===== src/hdl/gdc_pkg.sv =====
package gdc_pkg;

   localparam int MONTH_W    = 4;
   localparam int DAY_W      = 5;
   localparam int YEAR_W     = 14;
   localparam int DAY_NUM_W  = 22;
   localparam int MOD100_W   = 7;
   localparam int MOD400_W   = 9;
   localparam int QUOT_W     = 8;

   localparam logic [MONTH_W-1:0]   DEF_MONTH   = 4'd1;
   localparam logic [DAY_W-1:0]     DEF_DAY     = 5'd1;
   localparam logic [YEAR_W-1:0]    DEF_YEAR    = 14'd2000;
   localparam logic [DAY_NUM_W-1:0] DEF_DAY_NUM = 22'd730120;
   localparam logic [MOD100_W-1:0]  DEF_MOD100  = 7'd0;
   localparam logic [MOD400_W-1:0]  DEF_MOD400  = 9'd0;

   localparam logic [YEAR_W-1:0]    YEAR_MIN    = 14'd1;
   localparam logic [YEAR_W-1:0]    YEAR_MAX    = 14'd9999;
   localparam logic [MONTH_W-1:0]   MONTH_FIRST = 4'd1;
   localparam logic [MONTH_W-1:0]   MONTH_FEB   = 4'd2;
   localparam logic [MONTH_W-1:0]   MONTH_LAST  = 4'd12;
   localparam logic [DAY_W-1:0]     DAY_FIRST   = 5'd1;
   localparam logic [DAY_W-1:0]     DAY_DEC_END = 5'd31;
   localparam logic [MOD100_W-1:0]  MOD100_LAST = 7'd99;
   localparam logic [MOD400_W-1:0]  MOD400_LAST = 9'd399;

   // floor(y / 100) = (y * 5243) >> 19, exact for every 14-bit y
   localparam int RECIP_100   = 5243;
   localparam int RECIP_SHIFT = 19;
   localparam int PROD_W      = YEAR_W + 13;
   localparam int DAYS_YEAR   = 365;
   localparam int CENTURY     = 100;

   localparam int QUEUE_DEPTH = 4;
   localparam int QUEUE_AW    = $clog2(QUEUE_DEPTH);

   typedef enum logic [1:0] {
      MODE_LOAD,
      MODE_NEXT,
      MODE_PREV,
      MODE_DIFF
   } mode_type;

   typedef enum logic [1:0] {
      STATUS_OK,
      STATUS_INVALID,
      STATUS_LIMIT
   } status_type;

   typedef struct packed {
      logic [1:0]         mode;
      logic [MONTH_W-1:0] in_month;
      logic [DAY_W-1:0]   in_day;
      logic [YEAR_W-1:0]  in_year;
   } req_type;

   typedef struct packed {
      logic [MONTH_W-1:0]   out_month;
      logic [DAY_W-1:0]     out_day;
      logic [YEAR_W-1:0]    out_year;
      logic [DAY_NUM_W-1:0] diff_days;
      logic [1:0]           status;
   } rsp_type;

   typedef struct packed {
      mode_type             mode;
      logic [MONTH_W-1:0]   month;
      logic [DAY_W-1:0]     day;
      logic [YEAR_W-1:0]    year;
      logic [MOD100_W-1:0]  mod100;
      logic [MOD400_W-1:0]  mod400;
      logic [DAY_NUM_W-1:0] base_days;
      logic [DAY_NUM_W-1:0] extra_days;
      logic                 invalid;
   } stage_type;

   typedef struct packed {
      mode_type             mode;
      logic [MONTH_W-1:0]   month;
      logic [DAY_W-1:0]     day;
      logic [YEAR_W-1:0]    year;
      logic [MOD100_W-1:0]  mod100;
      logic [MOD400_W-1:0]  mod400;
      logic [DAY_NUM_W-1:0] day_num;
      logic                 invalid;
   } cmd_type;

   function automatic logic [DAY_W-1:0] month_len(input logic [MONTH_W-1:0] m,
                                                  input logic leap);
      logic [DAY_W-1:0] len;
      unique case (m)
         4'd1, 4'd3, 4'd5, 4'd7, 4'd8, 4'd10, 4'd12: len = 5'd31;
         4'd4, 4'd6, 4'd9, 4'd11:                    len = 5'd30;
         4'd2:                                       len = leap ? 5'd29 : 5'd28;
         default:                                    len = 5'd0;
      endcase
      return len;
   endfunction

   function automatic logic [8:0] days_before(input logic [MONTH_W-1:0] m);
      logic [8:0] n;
      unique case (m)
         4'd2:    n = 9'd31;
         4'd3:    n = 9'd59;
         4'd4:    n = 9'd90;
         4'd5:    n = 9'd120;
         4'd6:    n = 9'd151;
         4'd7:    n = 9'd181;
         4'd8:    n = 9'd212;
         4'd9:    n = 9'd243;
         4'd10:   n = 9'd273;
         4'd11:   n = 9'd304;
         4'd12:   n = 9'd334;
         default: n = 9'd0;
      endcase
      return n;
   endfunction

endpackage


===== src/hdl/gdc_front.sv =====
module gdc_front (
   input  logic                       clock,
   input  logic                       reset,
   input  logic                       req_valid,
   output logic                       req_stall,
   input  gdc_pkg::req_type           req,
   input  logic [gdc_pkg::QUEUE_AW:0] queue_count,
   output logic                       push,
   output gdc_pkg::cmd_type           push_cmd
);
   import gdc_pkg::*;

   logic                  s1_valid_ff, s1_valid_in;
   req_type               s1_req_ff;
   logic [QUOT_W-1:0]     s1_quot_ff, s1_quot_in;
   logic [PROD_W-1:0]     product;

   logic                  s2_valid_ff;
   stage_type             s2_ff, s2_in;

   logic [QUEUE_AW:0]     in_flight;
   logic [YEAR_W-1:0]     year, prev_year, rem_full;
   logic [MONTH_W-1:0]    month;
   logic [DAY_W-1:0]      day, mlen;
   logic [MOD100_W-1:0]   rem100;
   logic [QUOT_W-1:0]     quot_prev;
   logic                  leap, century;

   // credit check: queue plus items still in the front pipe
   assign in_flight   = queue_count + (QUEUE_AW+1)'(s1_valid_ff) + (QUEUE_AW+1)'(s2_valid_ff);
   assign req_stall   = in_flight >= (QUEUE_AW+1)'(QUEUE_DEPTH);
   assign s1_valid_in = req_valid && !req_stall;

   assign product    = PROD_W'(req.in_year) * PROD_W'(RECIP_100);
   assign s1_quot_in = product[RECIP_SHIFT +: QUOT_W];

   always_ff @(posedge clock) begin
      if (reset) begin
         s1_valid_ff <= 1'b0;
         s2_valid_ff <= 1'b0;
      end else begin
         s1_valid_ff <= s1_valid_in;
         s2_valid_ff <= s1_valid_ff;
      end
   end

   always_ff @(posedge clock) begin
      s1_req_ff  <= req;
      s1_quot_ff <= s1_quot_in;
      s2_ff      <= s2_in;
   end

   // classify: remainders, leap year, validity, day number terms
   always_comb begin
      year      = s1_req_ff.in_year;
      month     = s1_req_ff.in_month;
      day       = s1_req_ff.in_day;
      rem_full  = year - YEAR_W'(YEAR_W'(s1_quot_ff) * YEAR_W'(CENTURY));
      rem100    = rem_full[MOD100_W-1:0];
      century   = rem100 == '0;
      leap      = (year[1:0] == 2'b00 && !century) || (century && s1_quot_ff[1:0] == 2'b00);
      mlen      = month_len(month, leap);
      quot_prev = s1_quot_ff - QUOT_W'(century);
      prev_year = year - YEAR_MIN;

      s2_in.mode       = mode_type'(s1_req_ff.mode);
      s2_in.month      = month;
      s2_in.day        = day;
      s2_in.year       = year;
      s2_in.mod100     = rem100;
      s2_in.mod400     = MOD400_W'(rem100) + MOD400_W'(MOD400_W'(s1_quot_ff[1:0]) * MOD400_W'(CENTURY));
      s2_in.base_days  = DAY_NUM_W'(prev_year) * DAY_NUM_W'(DAYS_YEAR);
      s2_in.extra_days = DAY_NUM_W'(prev_year[YEAR_W-1:2]) - DAY_NUM_W'(quot_prev)
                       + DAY_NUM_W'(quot_prev[QUOT_W-1:2]) + DAY_NUM_W'(days_before(month))
                       + DAY_NUM_W'(month > MONTH_FEB && leap) + DAY_NUM_W'(day);
      s2_in.invalid    = !(year >= YEAR_MIN && year <= YEAR_MAX && month >= MONTH_FIRST
                           && month <= MONTH_LAST && day >= DAY_FIRST && day <= mlen);
   end

   // invalid dates become the default date
   always_comb begin
      push             = s2_valid_ff;
      push_cmd.mode    = s2_ff.mode;
      push_cmd.invalid = s2_ff.invalid;
      if (s2_ff.invalid) begin
         push_cmd.month   = DEF_MONTH;
         push_cmd.day     = DEF_DAY;
         push_cmd.year    = DEF_YEAR;
         push_cmd.mod100  = DEF_MOD100;
         push_cmd.mod400  = DEF_MOD400;
         push_cmd.day_num = DEF_DAY_NUM;
      end else begin
         push_cmd.month   = s2_ff.month;
         push_cmd.day     = s2_ff.day;
         push_cmd.year    = s2_ff.year;
         push_cmd.mod100  = s2_ff.mod100;
         push_cmd.mod400  = s2_ff.mod400;
         push_cmd.day_num = s2_ff.base_days + s2_ff.extra_days;
      end
   end

endmodule


===== src/hdl/gdc_queue.sv =====
module gdc_queue (
   input  logic                       clock,
   input  logic                       reset,
   input  logic                       push,
   input  gdc_pkg::cmd_type           push_cmd,
   input  logic                       pop,
   output logic                       head_valid,
   output gdc_pkg::cmd_type           head_cmd,
   output logic [gdc_pkg::QUEUE_AW:0] count
);
   import gdc_pkg::*;

   cmd_type               entry_ff [QUEUE_DEPTH];
   logic [QUEUE_AW-1:0]   wr_ptr_ff, wr_ptr_in;
   logic [QUEUE_AW-1:0]   rd_ptr_ff, rd_ptr_in;
   logic [QUEUE_AW:0]     count_ff, count_in;

   assign head_valid = count_ff != '0;
   assign head_cmd   = entry_ff[rd_ptr_ff];
   assign count      = count_ff;

   always_comb begin
      wr_ptr_in = wr_ptr_ff;
      rd_ptr_in = rd_ptr_ff;
      count_in  = count_ff;
      if (push) begin
         wr_ptr_in = (wr_ptr_ff == QUEUE_AW'(QUEUE_DEPTH-1)) ? '0 : wr_ptr_ff + 1'b1;
      end
      if (pop) begin
         rd_ptr_in = (rd_ptr_ff == QUEUE_AW'(QUEUE_DEPTH-1)) ? '0 : rd_ptr_ff + 1'b1;
      end
      if (push && !pop) begin
         count_in = count_ff + 1'b1;
      end else if (pop && !push) begin
         count_in = count_ff - 1'b1;
      end
   end

   always_ff @(posedge clock) begin
      if (reset) begin
         wr_ptr_ff <= '0;
         rd_ptr_ff <= '0;
         count_ff  <= '0;
      end else begin
         wr_ptr_ff <= wr_ptr_in;
         rd_ptr_ff <= rd_ptr_in;
         count_ff  <= count_in;
      end
   end

   always_ff @(posedge clock) begin
      if (push) begin
         entry_ff[wr_ptr_ff] <= push_cmd;
      end
   end

   assert property (@(posedge clock) disable iff (reset)
      count_ff <= (QUEUE_AW+1)'(QUEUE_DEPTH))
      else $error("queue count beyond depth");

   assert property (@(posedge clock) disable iff (reset)
      (count_ff == (QUEUE_AW+1)'(QUEUE_DEPTH)) |-> !push || pop)
      else $error("push into full queue");

endmodule


===== src/hdl/gdc_back.sv =====
module gdc_back (
   input  logic             clock,
   input  logic             reset,
   input  logic             head_valid,
   input  gdc_pkg::cmd_type head_cmd,
   output logic             pop,
   output logic             rsp_valid,
   input  logic             rsp_stall,
   output gdc_pkg::rsp_type rsp
);
   import gdc_pkg::*;

   logic [MONTH_W-1:0]   cur_month_ff, cur_month_in;
   logic [DAY_W-1:0]     cur_day_ff, cur_day_in;
   logic [YEAR_W-1:0]    cur_year_ff, cur_year_in;
   logic [MOD100_W-1:0]  cur_mod100_ff, cur_mod100_in;
   logic [MOD400_W-1:0]  cur_mod400_ff, cur_mod400_in;
   logic [DAY_NUM_W-1:0] cur_dn_ff, cur_dn_in;
   logic                 rsp_valid_ff;
   rsp_type              rsp_ff, rsp_in;

   logic                 cur_leap, at_max, at_min;
   logic [DAY_W-1:0]     cur_mlen;
   logic [DAY_NUM_W-1:0] diff;
   status_type           status;

   assign pop       = head_valid && (!rsp_valid_ff || !rsp_stall);
   assign rsp_valid = rsp_valid_ff;
   assign rsp       = rsp_ff;

   assign cur_leap = (cur_year_ff[1:0] == 2'b00 && cur_mod100_ff != '0) || cur_mod400_ff == '0;
   assign cur_mlen = month_len(cur_month_ff, cur_leap);
   assign at_max   = cur_month_ff == MONTH_LAST && cur_day_ff == DAY_DEC_END
                     && cur_year_ff == YEAR_MAX;
   assign at_min   = cur_month_ff == MONTH_FIRST && cur_day_ff == DAY_FIRST
                     && cur_year_ff == YEAR_MIN;

   always_comb begin
      cur_month_in  = cur_month_ff;
      cur_day_in    = cur_day_ff;
      cur_year_in   = cur_year_ff;
      cur_mod100_in = cur_mod100_ff;
      cur_mod400_in = cur_mod400_ff;
      cur_dn_in     = cur_dn_ff;
      diff          = '0;
      status        = STATUS_OK;
      unique case (head_cmd.mode)
         MODE_LOAD: begin
            cur_month_in  = head_cmd.month;
            cur_day_in    = head_cmd.day;
            cur_year_in   = head_cmd.year;
            cur_mod100_in = head_cmd.mod100;
            cur_mod400_in = head_cmd.mod400;
            cur_dn_in     = head_cmd.day_num;
            status        = head_cmd.invalid ? STATUS_INVALID : STATUS_OK;
         end
         MODE_NEXT: begin
            if (at_max) begin
               status = STATUS_LIMIT;
            end else begin
               cur_dn_in = cur_dn_ff + 1'b1;
               if (cur_day_ff < cur_mlen) begin
                  cur_day_in = cur_day_ff + 1'b1;
               end else begin
                  cur_day_in = DAY_FIRST;
                  if (cur_month_ff < MONTH_LAST) begin
                     cur_month_in = cur_month_ff + 1'b1;
                  end else begin
                     cur_month_in  = MONTH_FIRST;
                     cur_year_in   = cur_year_ff + 1'b1;
                     cur_mod100_in = (cur_mod100_ff == MOD100_LAST) ? '0 : cur_mod100_ff + 1'b1;
                     cur_mod400_in = (cur_mod400_ff == MOD400_LAST) ? '0 : cur_mod400_ff + 1'b1;
                  end
               end
            end
         end
         MODE_PREV: begin
            if (at_min) begin
               status = STATUS_LIMIT;
            end else begin
               cur_dn_in = cur_dn_ff - 1'b1;
               if (cur_day_ff > DAY_FIRST) begin
                  cur_day_in = cur_day_ff - 1'b1;
               end else if (cur_month_ff > MONTH_FIRST) begin
                  cur_month_in = cur_month_ff - 1'b1;
                  cur_day_in   = month_len(cur_month_ff - 1'b1, cur_leap);
               end else begin
                  cur_month_in  = MONTH_LAST;
                  cur_day_in    = DAY_DEC_END;
                  cur_year_in   = cur_year_ff - 1'b1;
                  cur_mod100_in = (cur_mod100_ff == '0) ? MOD100_LAST : cur_mod100_ff - 1'b1;
                  cur_mod400_in = (cur_mod400_ff == '0) ? MOD400_LAST : cur_mod400_ff - 1'b1;
               end
            end
         end
         MODE_DIFF: begin
            diff   = (cur_dn_ff >= head_cmd.day_num) ? cur_dn_ff - head_cmd.day_num
                                                     : head_cmd.day_num - cur_dn_ff;
            status = head_cmd.invalid ? STATUS_INVALID : STATUS_OK;
         end
      endcase
      rsp_in.out_month = cur_month_in;
      rsp_in.out_day   = cur_day_in;
      rsp_in.out_year  = cur_year_in;
      rsp_in.diff_days = diff;
      rsp_in.status    = status;
   end

   always_ff @(posedge clock) begin
      if (reset) begin
         cur_month_ff  <= DEF_MONTH;
         cur_day_ff    <= DEF_DAY;
         cur_year_ff   <= DEF_YEAR;
         cur_mod100_ff <= DEF_MOD100;
         cur_mod400_ff <= DEF_MOD400;
         cur_dn_ff     <= DEF_DAY_NUM;
         rsp_valid_ff  <= 1'b0;
      end else begin
         if (pop) begin
            cur_month_ff  <= cur_month_in;
            cur_day_ff    <= cur_day_in;
            cur_year_ff   <= cur_year_in;
            cur_mod100_ff <= cur_mod100_in;
            cur_mod400_ff <= cur_mod400_in;
            cur_dn_ff     <= cur_dn_in;
            rsp_valid_ff  <= 1'b1;
         end else if (!rsp_stall) begin
            rsp_valid_ff  <= 1'b0;
         end
      end
   end

   always_ff @(posedge clock) begin
      if (pop) begin
         rsp_ff <= rsp_in;
      end
   end

   assert property (@(posedge clock) disable iff (reset)
      cur_year_ff >= YEAR_MIN && cur_year_ff <= YEAR_MAX && cur_day_ff >= DAY_FIRST
      && cur_month_ff >= MONTH_FIRST && cur_month_ff <= MONTH_LAST)
      else $error("stored date out of calendar range");

   assert property (@(posedge clock) disable iff (reset)
      (pop && head_cmd.mode == MODE_NEXT && !at_max) |=> cur_dn_ff == $past(cur_dn_ff) + 1'b1)
      else $error("day number not advanced on next day");

   assert property (@(posedge clock) disable iff (reset)
      cur_mod100_ff <= MOD100_LAST && cur_mod400_ff <= MOD400_LAST)
      else $error("year remainder out of range");

endmodule


===== src/hdl/gregorian_date_up_down_counter_top.sv =====
// channel    direction  handshake          payload
// req        in         req_valid/stall    gdc_pkg::req_type  (mode, supplied date)
// rsp        out        rsp_valid/stall    gdc_pkg::rsp_type  (date, diff_days, status)
//
// one request per cycle sustained unless stalled; responses pass s1, s2, queue, rsp_ff
// front: year / 100 by reciprocal multiply, then validation and day number, two stages
// back: unless stalled one update per cycle off a 4-entry queue; day number incremental
// reset: date 1/1/2000, queue and pipes empty, no clearing pass
// rsp_stall holds the response register; req_stall rises when the queue credit runs out
module gregorian_date_up_down_counter_top (
   input  logic             clock,
   input  logic             reset,
   input  logic             req_valid,
   output logic             req_stall,
   input  gdc_pkg::req_type req,
   output logic             rsp_valid,
   input  logic             rsp_stall,
   output gdc_pkg::rsp_type rsp
);
   import gdc_pkg::*;

   logic              push, pop, head_valid;
   cmd_type           push_cmd, head_cmd;
   logic [QUEUE_AW:0] queue_count;

   gdc_front u_front (
      .clock       (clock),
      .reset       (reset),
      .req_valid   (req_valid),
      .req_stall   (req_stall),
      .req         (req),
      .queue_count (queue_count),
      .push        (push),
      .push_cmd    (push_cmd)
   );

   gdc_queue u_queue (
      .clock      (clock),
      .reset      (reset),
      .push       (push),
      .push_cmd   (push_cmd),
      .pop        (pop),
      .head_valid (head_valid),
      .head_cmd   (head_cmd),
      .count      (queue_count)
   );

   gdc_back u_back (
      .clock      (clock),
      .reset      (reset),
      .head_valid (head_valid),
      .head_cmd   (head_cmd),
      .pop        (pop),
      .rsp_valid  (rsp_valid),
      .rsp_stall  (rsp_stall),
      .rsp        (rsp)
   );

endmodule

===== config.mk =====
export PLATFORM = sky130hd
export DESIGN_NAME = gregorian_date_up_down_counter_top
export DESIGN_NICKNAME = d
export VERILOG_FILES = /design/src/hdl/gdc_pkg.sv /design/src/hdl/gdc_front.sv /design/src/hdl/gdc_queue.sv /design/src/hdl/gdc_back.sv /design/src/hdl/gregorian_date_up_down_counter_top.sv
export SDC_FILE = /design/constraint.sdc
export NUM_CORES = 1
export LEC_CHECK = 0
export ABC_AREA = 1
export BUFFER_PORTS_ARGS = -buffer_cell sky130_fd_sc_hd__buf_2
export CAP_MARGIN = 15
export CELL_PAD_IN_SITES_DETAIL_PLACEMENT = 1
export CELL_PAD_IN_SITES_GLOBAL_PLACEMENT = 2
export CORE_MARGIN = 8
export CORE_UTILIZATION = 30
export CTS_CLUSTER_DIAMETER = 200
export DETAILED_ROUTE_END_ITERATION = 12
export PLACE_DENSITY = 0.73
export SYNTH_ARGS = -nofsm -noshare
export SYNTH_HDL_FRONTEND = slang
export SYNTH_SLANG_ARGS = --single-unit

===== constraint.sdc =====
create_clock -name clock -period 10.65 [get_ports clock]
set_clock_uncertainty 0.2 [all_clocks]
set_input_delay 2.13 -clock clock [delete_from_list [all_inputs] [get_ports clock]]
set_output_delay 2.13 -clock clock [all_outputs]
set_load 0.02 [all_outputs]

== After elaboration in Yosys (flattened, before gate mapping) ==
Memory sizes are Yosys's and may differ from the RTL's. A register that Yosys moved wholly into a read port is not among the register bits.
Index checks and enable logic that the tools add are counted.

* Bits in writable memories: 256
* Memories kept: 2
* Bits in read-only memories: 144
* Bits in registers: 237
* Output and inout port bits: 49

* Add/subtract/negate cells: 30
* Eq/ne operators: 54
* Mux-type cells: 62
* Multipliers: 4
* Order comparisons: 13
* Reduce and logical (&&, ||, !) cells: 47

{| class="wikitable"
|+ Memory list
! memory !! depth !! width !! rd ports !! clocked after memory_dff !! write ports !! RTL line !! RTL
|-
| u_queue.entry_ff || 4 || 64 || 1 || 1 || 1 || gdc_queue.sv:13 || <nowiki>cmd_type entry_ff [QUEUE_DEPTH];</nowiki>
|-
| (name not given) || 16 || 9 || 1 || 1 || 0 || gdc_pkg.sv:103 || <nowiki>unique case (m)</nowiki>
|}

{| class="wikitable"
|+ Operator list
! operator !! number
|-
| 14-bit 2-to-1 mux || 6
|-
| 9-bit 2-to-1 mux || 8
|-
| 22-bit 2-to-1 mux || 3
|-
| 22-bit one-hot mux with 3 select lines || 1
|-
| 61-bit 2-to-1 mux || 1
|-
| 4-bit equality test, second input constant || 15
|-
| 5-bit one-hot mux with 3 select lines || 4
|-
| 7-bit 2-to-1 mux || 8
|-
| 4-bit by 3-bit equality test with 1-bit output, second input constant || 12
|-
| 22-bit subtractor || 2
|-
| 14-bit one-hot mux with 3 select lines || 1
|-
| 14-bit by 1-bit subtractor with 14-bit output, second input constant || 2
|-
| 14-bit by 13-bit multiplier with 27-bit output, second input constant || 1
|-
| 9-bit one-hot mux with 3 select lines || 1
|-
| 5-bit 2-to-1 mux || 5
|-
| 4-bit by 2-bit equality test with 1-bit output, second input constant || 6
|-
| 4-bit 2-to-1 mux || 6
|-
| 22-bit by 1-bit adder with 22-bit output || 1
|-
| 22-bit by 1-bit adder with 22-bit output, second input constant || 1
|-
| 22-bit adder || 1
|-
| 22-bit by 5-bit adder with 22-bit output || 1
|-
| 22-bit by 6-bit adder with 22-bit output || 1
|-
| 22-bit by 9-bit adder with 22-bit output || 1
|-
| 22-bit greater-or-equal comparator || 1
|-
| other kinds (64) || 121
|}

== Longest topological paths before layout ==
Gate-level depths: netlist (run 1).

* Word-level depth: 11
* Mapped depth: 32
* Gate-level depth less buffers: 32

== Hierarchy ==
A second synthesis (run 1) with hierarchy kept.

* Cell total of the unflattened synthesis: 3,982
* Area, all modules: 34,106.5 um^2

{| class="wikitable"
|+ Modules (own cells, without submodules)
! module !! times used !! cells an instance !! seq. area each (um^2) !! area each (um^2)
|-
| gdc_front || 1 || 1,564 || 2,422.3 || 12,843.6
|-
| gdc_back || 1 || 1,740 || 2,652.5 || 11,305.8
|-
| gdc_queue || 1 || 678 || 7,867.5 || 9,957.0
|}

== Worst setup path before layout (run 1) ==
No wires, ideal clock.

* Path kind: input port to flip-flop
* Start: input port req[8] in the netlist's numbering
* End: register u_front.s1_quot_ff[5]
* Setup slack: 4.670 ns
* Library setup time: 0.123 ns
* Arrival: 5.657 ns
* Stages: 16
* Required time: 10.327 ns
* Cells stage by stage: fa_1 -> ha_1 -> inv_1 -> fa_1 -> inv_1 -> fa_1 -> fa_1 -> ha_1 -> nand2_1 -> nor2_1 -> inv_1 -> nor3_1 -> nand2_1 -> o211ai_1 -> a21oi_1 -> xor2_1

* Word-level cells in the longest chain between the ends: 1

{| class="wikitable"
|+ RTL lines
! element !! RTL line !! RTL
|-
| start: declaration || gregorian_date_up_down_counter_top.sv:15 || <nowiki>input gdc_pkg::req_type req,</nowiki>
|-
| 14-bit by 13-bit multiplier with 27-bit output || gdc_front.sv:34 || <nowiki>assign product = PROD_W'(req.in_year) * PROD_W'(RECIP_100);</nowiki>
|-
| net u_front.product[24] || gdc_front.sv:16 || <nowiki>logic [PROD_W-1:0] product;</nowiki>
|-
| end signal: assignment || gdc_front.sv:49 || <nowiki>s1_quot_ff <= s1_quot_in;</nowiki>
|-
| end: declaration || gdc_front.sv:15 || <nowiki>logic [QUOT_W-1:0] s1_quot_ff, s1_quot_in;</nowiki>
|}

The timed path passes the listed nets, and every way through them passes these cells.
A chain may end at the register's enable or synchronous reset.

==> results.yml, run 1 <==
worst_setup_path:
  worst_path_max_delay_cell: "sky130_fd_sc_hd__fa_1"
  setup.reg_to_reg.worst_slack_ps: 3820
  worst_path_largest_cell_delay_ps: 520
  worstSetupEndpointType: "register"
  rr_worst_depth: 29
  critical_path_start_type: "register"
  critPathBufInv: 2
  critical_path_depth: 29
  crit_family: "adder cells"
  worst_path_required_ps: 10970
  crit_path_max_fanout: 6
  critPathMostFrequentCell: "sky130_fd_sc_hd__ha_1"
  setup.worst_path.class: "reg2reg"
  worst_ep_arrival_time_ps: 7150
cts:
  post-cts-setup-buffers: 0
  cts_repair_resize_count: 0
  postCtsHoldBufs: 0
  cts_inserted_buffers: 58
  cts.clk_slew.worst_paths_ps: 60
  clock-sinks: 484
  worst_skew_pair.late_latency_ps: 650
  clock_tree.htree_level_count: 2
  clock-root-buffer: "sky130_fd_sc_hd__clkbuf_16"
  clk_path_buf_depth: 3
  cts_tree: "done"
global_routing:
  grt-ovfl-total: 0
  grt_antenna_before_repair: 1
  first_global_vias: 27000
  grt_first_pass_wirelength_um: 153000
  gr-usage-all-layers: 0.155
  grt_start_max_net_pins: 88
die:
  core_area_um2: 110000
  initial_utilization: 0.301
  floorplan.io_pins: 78
  floorplan.die.height_um: 349
  placement_rows: 122
  fp.dieArea_um2: 122000
  die_w_um: 349
run:
  max_cap_viol_count: 0
timing:
  timing.slew.headroom: 0.345
  setup_viol: 0
  clock.fmax_mhz: 146
  unrepaired_setup_endpoints_after_global_routing: "no"
  finalCriticalPeriod_ps: 6830
  finalSetupTns_ps: 0
  final.period_utilization: 0.641
  transition_time_at_the_pin_with_the_least_slew_margin_ps: 983
  hold_viol: 0
  slew_violations: 0
synthesis:
  async_reset_ff_frac: 0
  yosys-top-cells-count: "sky130_fd_sc_hd__nand2_1, sky130_fd_sc_hd__inv_1, sky130_fd_sc_hd__ha_1"
  yosysSeqAreaShare: 0.378
  post_synth_num_cell_types: 64
  synth.most_common_cell: "sky130_fd_sc_hd__nand2_1"
  dominantRegCellSynth: "sky130_fd_sc_hd__edfxtp_1"
  syn-mean-instance-area_um2: 8.51
  synth_seq_cells: 484
  synth_enable_flop_cells: 287
  total_number_of_yosys_warnings: 0
  post-synth-top-area-fraction: 0.259
  postSynthCellCount: 3904
  mappedNetlistArea_um2: 33200
  mappedNetlistNets: 4375
  most_area_consuming_cells_after_synthesis: "sky130_fd_sc_hd__edfxtp_1, sky130_fd_sc_hd__ha_1, sky130_fd_sc_hd__dfxtp_1"
  synth_top_cell_by_area: "sky130_fd_sc_hd__edfxtp_1"
routing:
  wirelength_per_cell_um: 17.5
  drt-total-wl_um: 95900
  route.detailed.vias_per_inst: 4.73
  top_layer_used: "met4"
  number_of_antenna_violating_nets_in_the_routed_design: 0
  starting_drt_drc_count: 1390
  met3WireLength_um: 2900
  drc_errors: 0
  dr_wl_met2_um: 43600
  route.layer.met1.wl_um: 47400
  vias: 25900
  drt_pre_antenna_iters: 4
place:
  gp_congestion: 0.852
  estimated_wirelength_of_the_detail_placed_design_um: 73400
  dp.cells: 5367
  placement.io_buffers: 77
final_layout:
  drive_gt1_frac: 0.0797
  final_net_count: 4410
  final-instance-count-excl-fill: 5476
  diodes: 0
  fill_cells: 13100
  area.growth.synth_to_final_pct: 11.5
pwr:
  power_per_cell_area_nw_per_um2: 335
  irDropWorstVdd_uv: 158
  total_leakage_power_nw: 16.8
min_path:
  timing.hold.worst_path_depth: 0
  hp-class: "reg2reg"
run_status:
  run_status: "completed"
[through the flow]
stage | power, mW | hold WS [ps] | util | area [um^2] | worst slack, ps
after floorplan | 8.33 | 110 | - | 33200 | 4670
after global placement | 10.4 | 113 | 0.318 | 35100 | 3990
after detailed placement | 10.5 | 114 | 0.318 | 35100 | 3790
after CTS | 12.6 | 128 | 0.336 | 37000 | 3760
after global routing | 13.7 | 130 | 0.336 | 37000 | 3170
final | 12.4 | 126 | 0.336 | 37000 | 3820
[final timing paths]
kind	from	end
worst max-delay path	u_front.s1_quot_ff[0]$_DFF_P_	u_front.s2_ff[12]$_DFF_P_
worst min-delay path	u_front.s1_req_ff[24]$_DFF_P_	u_front.push_cmd[63]$_DFF_P_
worst max register to register	u_front.s1_quot_ff[0]$_DFF_P_	u_front.s2_ff[12]$_DFF_P_
worst min register to register	u_front.s1_req_ff[24]$_DFF_P_	u_front.push_cmd[63]$_DFF_P_
[power breakdown]
group	switching (mW)	internal [mW]	leakage, nW
clock network	0.836	1.18	0.956
logic	5.07	2.57	11.6
registers	0.254	2.50	4.30
total	6.16	6.24	16.8
[layout by cell type (no fill, tap or decap), drive strengths merged, types with 79 or more instances in the layout]
| master | Yosys | layout |
|---|---|---|
| buf | 47 | 100 |
| ha | 316 | 316 |
| o21ai | 229 | 229 |
| nor2 | 278 | 278 |
| xor2 | 115 | 115 |
| fa | 126 | 126 |
| edfxtp | 287 | 287 |
| nand3 | 238 | 238 |
| dfxtp | 197 | 197 |
| inv | 599 | 605 |
| clkbuf | 78 | 79 |
| nand2 | 767 | 767 |
| a21oi | 316 | 316 |
[routing by layer]
| metal | global-route usage | vias up |
|---|---|---|
| met2 | 0.257 | 318 |
| met3 | 0.0175 | 107 |
| met4 | 0.0366 | 0 |
| met1 | 0.217 | 12500 |
| met5 | 0 | - |
| li1 | - | 13000 |
[logic make-up after synthesis]
logic type / after synthesis / synth area share
AO/OA/AOI/OAI: 705 / 0.122
XOR/XNOR: 151 / 0.0398
adder cells (fa/ha/maj): 442 / 0.195
buffers and inverters: 730 / 0.0858
flip-flops: 484 / 0.378
AND/OR/NAND/NOR: 1392 / 0.179
[registers in the layout, summed over array words and instances, names as in the netlist, named ones only]
name	cells
u_back.rsp_valid	1
u_front.s1_valid_ff	1
u_back.cur_mod400_ff	9
u_queue.count	3
u_back.cur_year_ff	14
u_front.year	14
u_back.cur_mod100_ff	7
u_queue.wr_ptr_ff	2
u_front.s2_ff	79
u_front.s1_req_ff	2
u_front.month	4
u_front.s1_quot_ff	8
u_front.push_cmd	3
u_back.rsp	47
u_front.push	1
u_queue.rd_ptr_ff	2
u_back.cur_day_ff	5
u_queue.entry_ff	240
u_front.day	5
u_back.cur_dn_ff	22
u_back.cur_month_ff	4
[layout make-up]
class                   count  area, um^2  share of cell area
clock inverters            30         342             0.00922
flip-flops and latches    484       12600               0.339
well taps                1488        1860              0.0503
inverters                 605        2270              0.0613
clock buffers              79        1630              0.0439
repair buffers            100         558              0.0151
multi-input cells        2690       17800               0.481
Power figures use the tool's default switching activity.
==> run 2: changes to the inputs <==
PLACE_DENSITY = 0.75   (was 0.73)
clock period = 6.25 ns   (was 10.65 ns; I/O delays follow)
==> results.yml, run 2 (synthesis gave the netlist of run 1 again) <==
worst_setup_path:
  critPathMostFrequentCell: "sky130_fd_sc_hd__nand2_1"
  critical_path.endpoint: "u_front.s2_ff[13]$_DFF_P_"
  regToRegEndpoint: "u_front.s2_ff[13]$_DFF_P_"
  crit_path_max_fanout: 5
  worst_path_required_ps: 6570
  timing.critical_path.from: "u_front.s1_quot_ff[0]$_DFF_P_"
  critical_path_start_type: "register"
  timing.rr.start: "u_front.s1_quot_ff[0]$_DFF_P_"
  rr_worst_depth: 30
  worst_path_max_delay_cell: "sky130_fd_sc_hd__fa_1"
  worst_ep_arrival_time_ps: 6290
  setup.reg_to_reg.worst_slack_ps: 280
  worstSetupEndpointType: "register"
  worst_path_largest_cell_delay_ps: 520
  setup.worst_path.class: "reg2reg"
final_layout:
  final_common_cell: "sky130_fd_sc_hd__nand2_1"
  largest_reg_flops: 240
  diodes: 0
  drive_gt1_frac: 0.0890
  final_net_count: 4430
  mostFrequentLayoutCells: "sky130_fd_sc_hd__nand2_1, sky130_fd_sc_hd__inv_1, sky130_fd_sc_hd__ha_1"
  area.growth.synth_to_final_pct: 12.5
  finalInstanceArea_um2: 37400
  top_register: "u_queue.entry_ff"
  final-instance-count-excl-fill: 5497
place:
  placedInstanceArea_um2: 35200
  placement.io_buffers: 77
  estimated_wirelength_of_the_detail_placed_design_um: 73200
  gp_congestion: 0.863
  dp.cells: 5386
routing:
  wirelength_per_cell_um: 17.5
  drt-total-wl_um: 96200
  number_of_antenna_violating_nets_in_the_routed_design: 0
  drc_errors: 0
  drt_pre_antenna_iters: 7
  route.detailed.vias_per_inst: 4.73
  starting_drt_drc_count: 1170
  vias: 26000
timing:
  final.period_utilization: 0.956
  hold_viol: 0
  timing.slew.headroom: 0.346
  transition_time_at_the_pin_with_the_least_slew_margin_ps: 980
  slew_violations: 0
  clock.fmax_mhz: 167
  setup_viol: 0
  finalCriticalPeriod_ps: 5970
cts:
  clock-root-buffer: "sky130_fd_sc_hd__clkbuf_16"
  worst_skew_pair.late_latency_ps: 650
  clk_path_buf_depth: 3
  cts_tree: "done"
  cts_inserted_buffers: 58
  postCtsHoldBufs: 0
  clock_tree.htree_level_count: 2
  cts.clk_slew.worst_paths_ps: 60
  clock-sinks: 484
global_routing:
  grt_first_pass_wirelength_um: 153000
  met3_usage: 0.0162
  globalRoute.busiestLayer: "met2"
  met1_usage: 0.213
  grt-ovfl-total: 0
  gr-usage-all-layers: 0.155
  grt_antenna_before_repair: 0
  first_global_vias: 27200
  globalRouteMet2Util: 0.262
  grt_start_max_net_pins: 96
run_status:
  run_status: "completed"
die:
  floorplan.io_pins: 78
  core_area_um2: 110000
  fp.dieArea_um2: 122000
  placement_rows: 122
  initial_utilization: 0.301
  die_w_um: 349
  floorplan.die.height_um: 349
pwr:
  switching_power_mw: 10.6
  comb_power_share: 0.618
  p_clk_frac: 0.163
  irDropWorstVdd_uv: 301
  total_leakage_power_nw: 17.0
  cell_internal_pwr_mw: 10.9
  pwr-share-seq: 0.218
  power_per_cell_area_nw_per_um2: 575
  switching_share: 0.492
run:
  max_cap_viol_count: 0
min_path:
  timing.hold.worst_path_depth: 0
  hp-class: "reg2reg"
-- run 2: changes by cell type in the layout (fill, tap and decap cells not counted), moves of 3 or more --
| cell | change |
|---|---|
| sky130_fd_sc_hd__buf_4 | +18 |
| sky130_fd_sc_hd__ha_1 | -7 |
| sky130_fd_sc_hd__clkbuf_1 | +5 |
| sky130_fd_sc_hd__clkbuf_8 | -4 |
| sky130_fd_sc_hd__ha_4 | +4 |
| sky130_fd_sc_hd__bufinv_16 | +3 |
| sky130_fd_sc_hd__ha_2 | +3 |
-- run 2: how the worst min path moves through the flow --
stage	end	from
final	u_front.push_cmd[63]$_DFF_P_	u_front.s1_req_ff[24]$_DFF_P_
after global routing	u_front.push_cmd[63]$_DFF_P_	u_front.s1_req_ff[24]$_DFF_P_
after CTS	u_front.push_cmd[63]$_DFF_P_	u_front.s1_req_ff[24]$_DFF_P_
after detailed placement	u_front.push_cmd[62]$_DFF_P_	u_front.s1_req_ff[23]$_DFF_P_
after global placement	u_front.push_cmd[63]$_DFF_P_	u_front.s1_req_ff[24]$_DFF_P_
after floorplan	u_front.push_cmd[62]$_DFF_P_	u_front.s1_req_ff[23]$_DFF_P_
-- run 2: layer usage --
layer / vias to the layer above / part of all wire
li1: 13000 / -
met4: 0 / 0.021
met5: - / 0
met3: 112 / 0.026
met2: 291 / 0.46
met1: 12600 / 0.49
-- run 2: timing repair --
item | in CTS | in global routing
buffers inserted | 0 | 1
endpoints found under the setup margin | 11 | 12
resized for setup | 1 | 26
cloned | 0 | 0
pin swaps | 0 | 9
-- run 2: worst max-delay path, delay by kind of cell, from the launching register on --
kind	cells	cell delay (ps)
adders and majority gates	8	2580
and+or+nand+nor	13	1410
AOI/OAI and AO/OA	5	890
DFF	1	340
xor gates and xnor gates	2	280
buffers and inverters	2	150
-- run 2: layout make-up --
class,instances,area (um^2)
fillers,13100,72800
multi-input cells,2690,17900
flip-flops and latches,484,12600
inverters,605,2270
well taps,1488,1860
clock buffers,78,1580
repair buffers,120,733
clock inverters,32,412
-- run 2: metrics by stage --
stage	setup WS (ps)	utilization	TNS [ps]	total power [mW]	hold slack (ps)
floorplan	342	-	0	14.2	110
global placement	28.8	0.320	0	17.7	115
CTS	2.69	0.338	0	21.6	133
finish	276	0.339	0	21.5	126
detailed placement	-41.9	0.320	-121	17.9	118
global route	-22.5	0.339	-35.6	23.6	142
-- run 2: power by group through the flow --
stage	Clock (mW)	Combinational (mW)	Sequential (mW)
floorplan	0	9.45	4.75
global placement	0	13.0	4.75
detailed placement	0	13.2	4.76
CTS	3.62	13.3	4.70
global route	3.73	15.1	4.77
finish	3.50	13.3	4.69
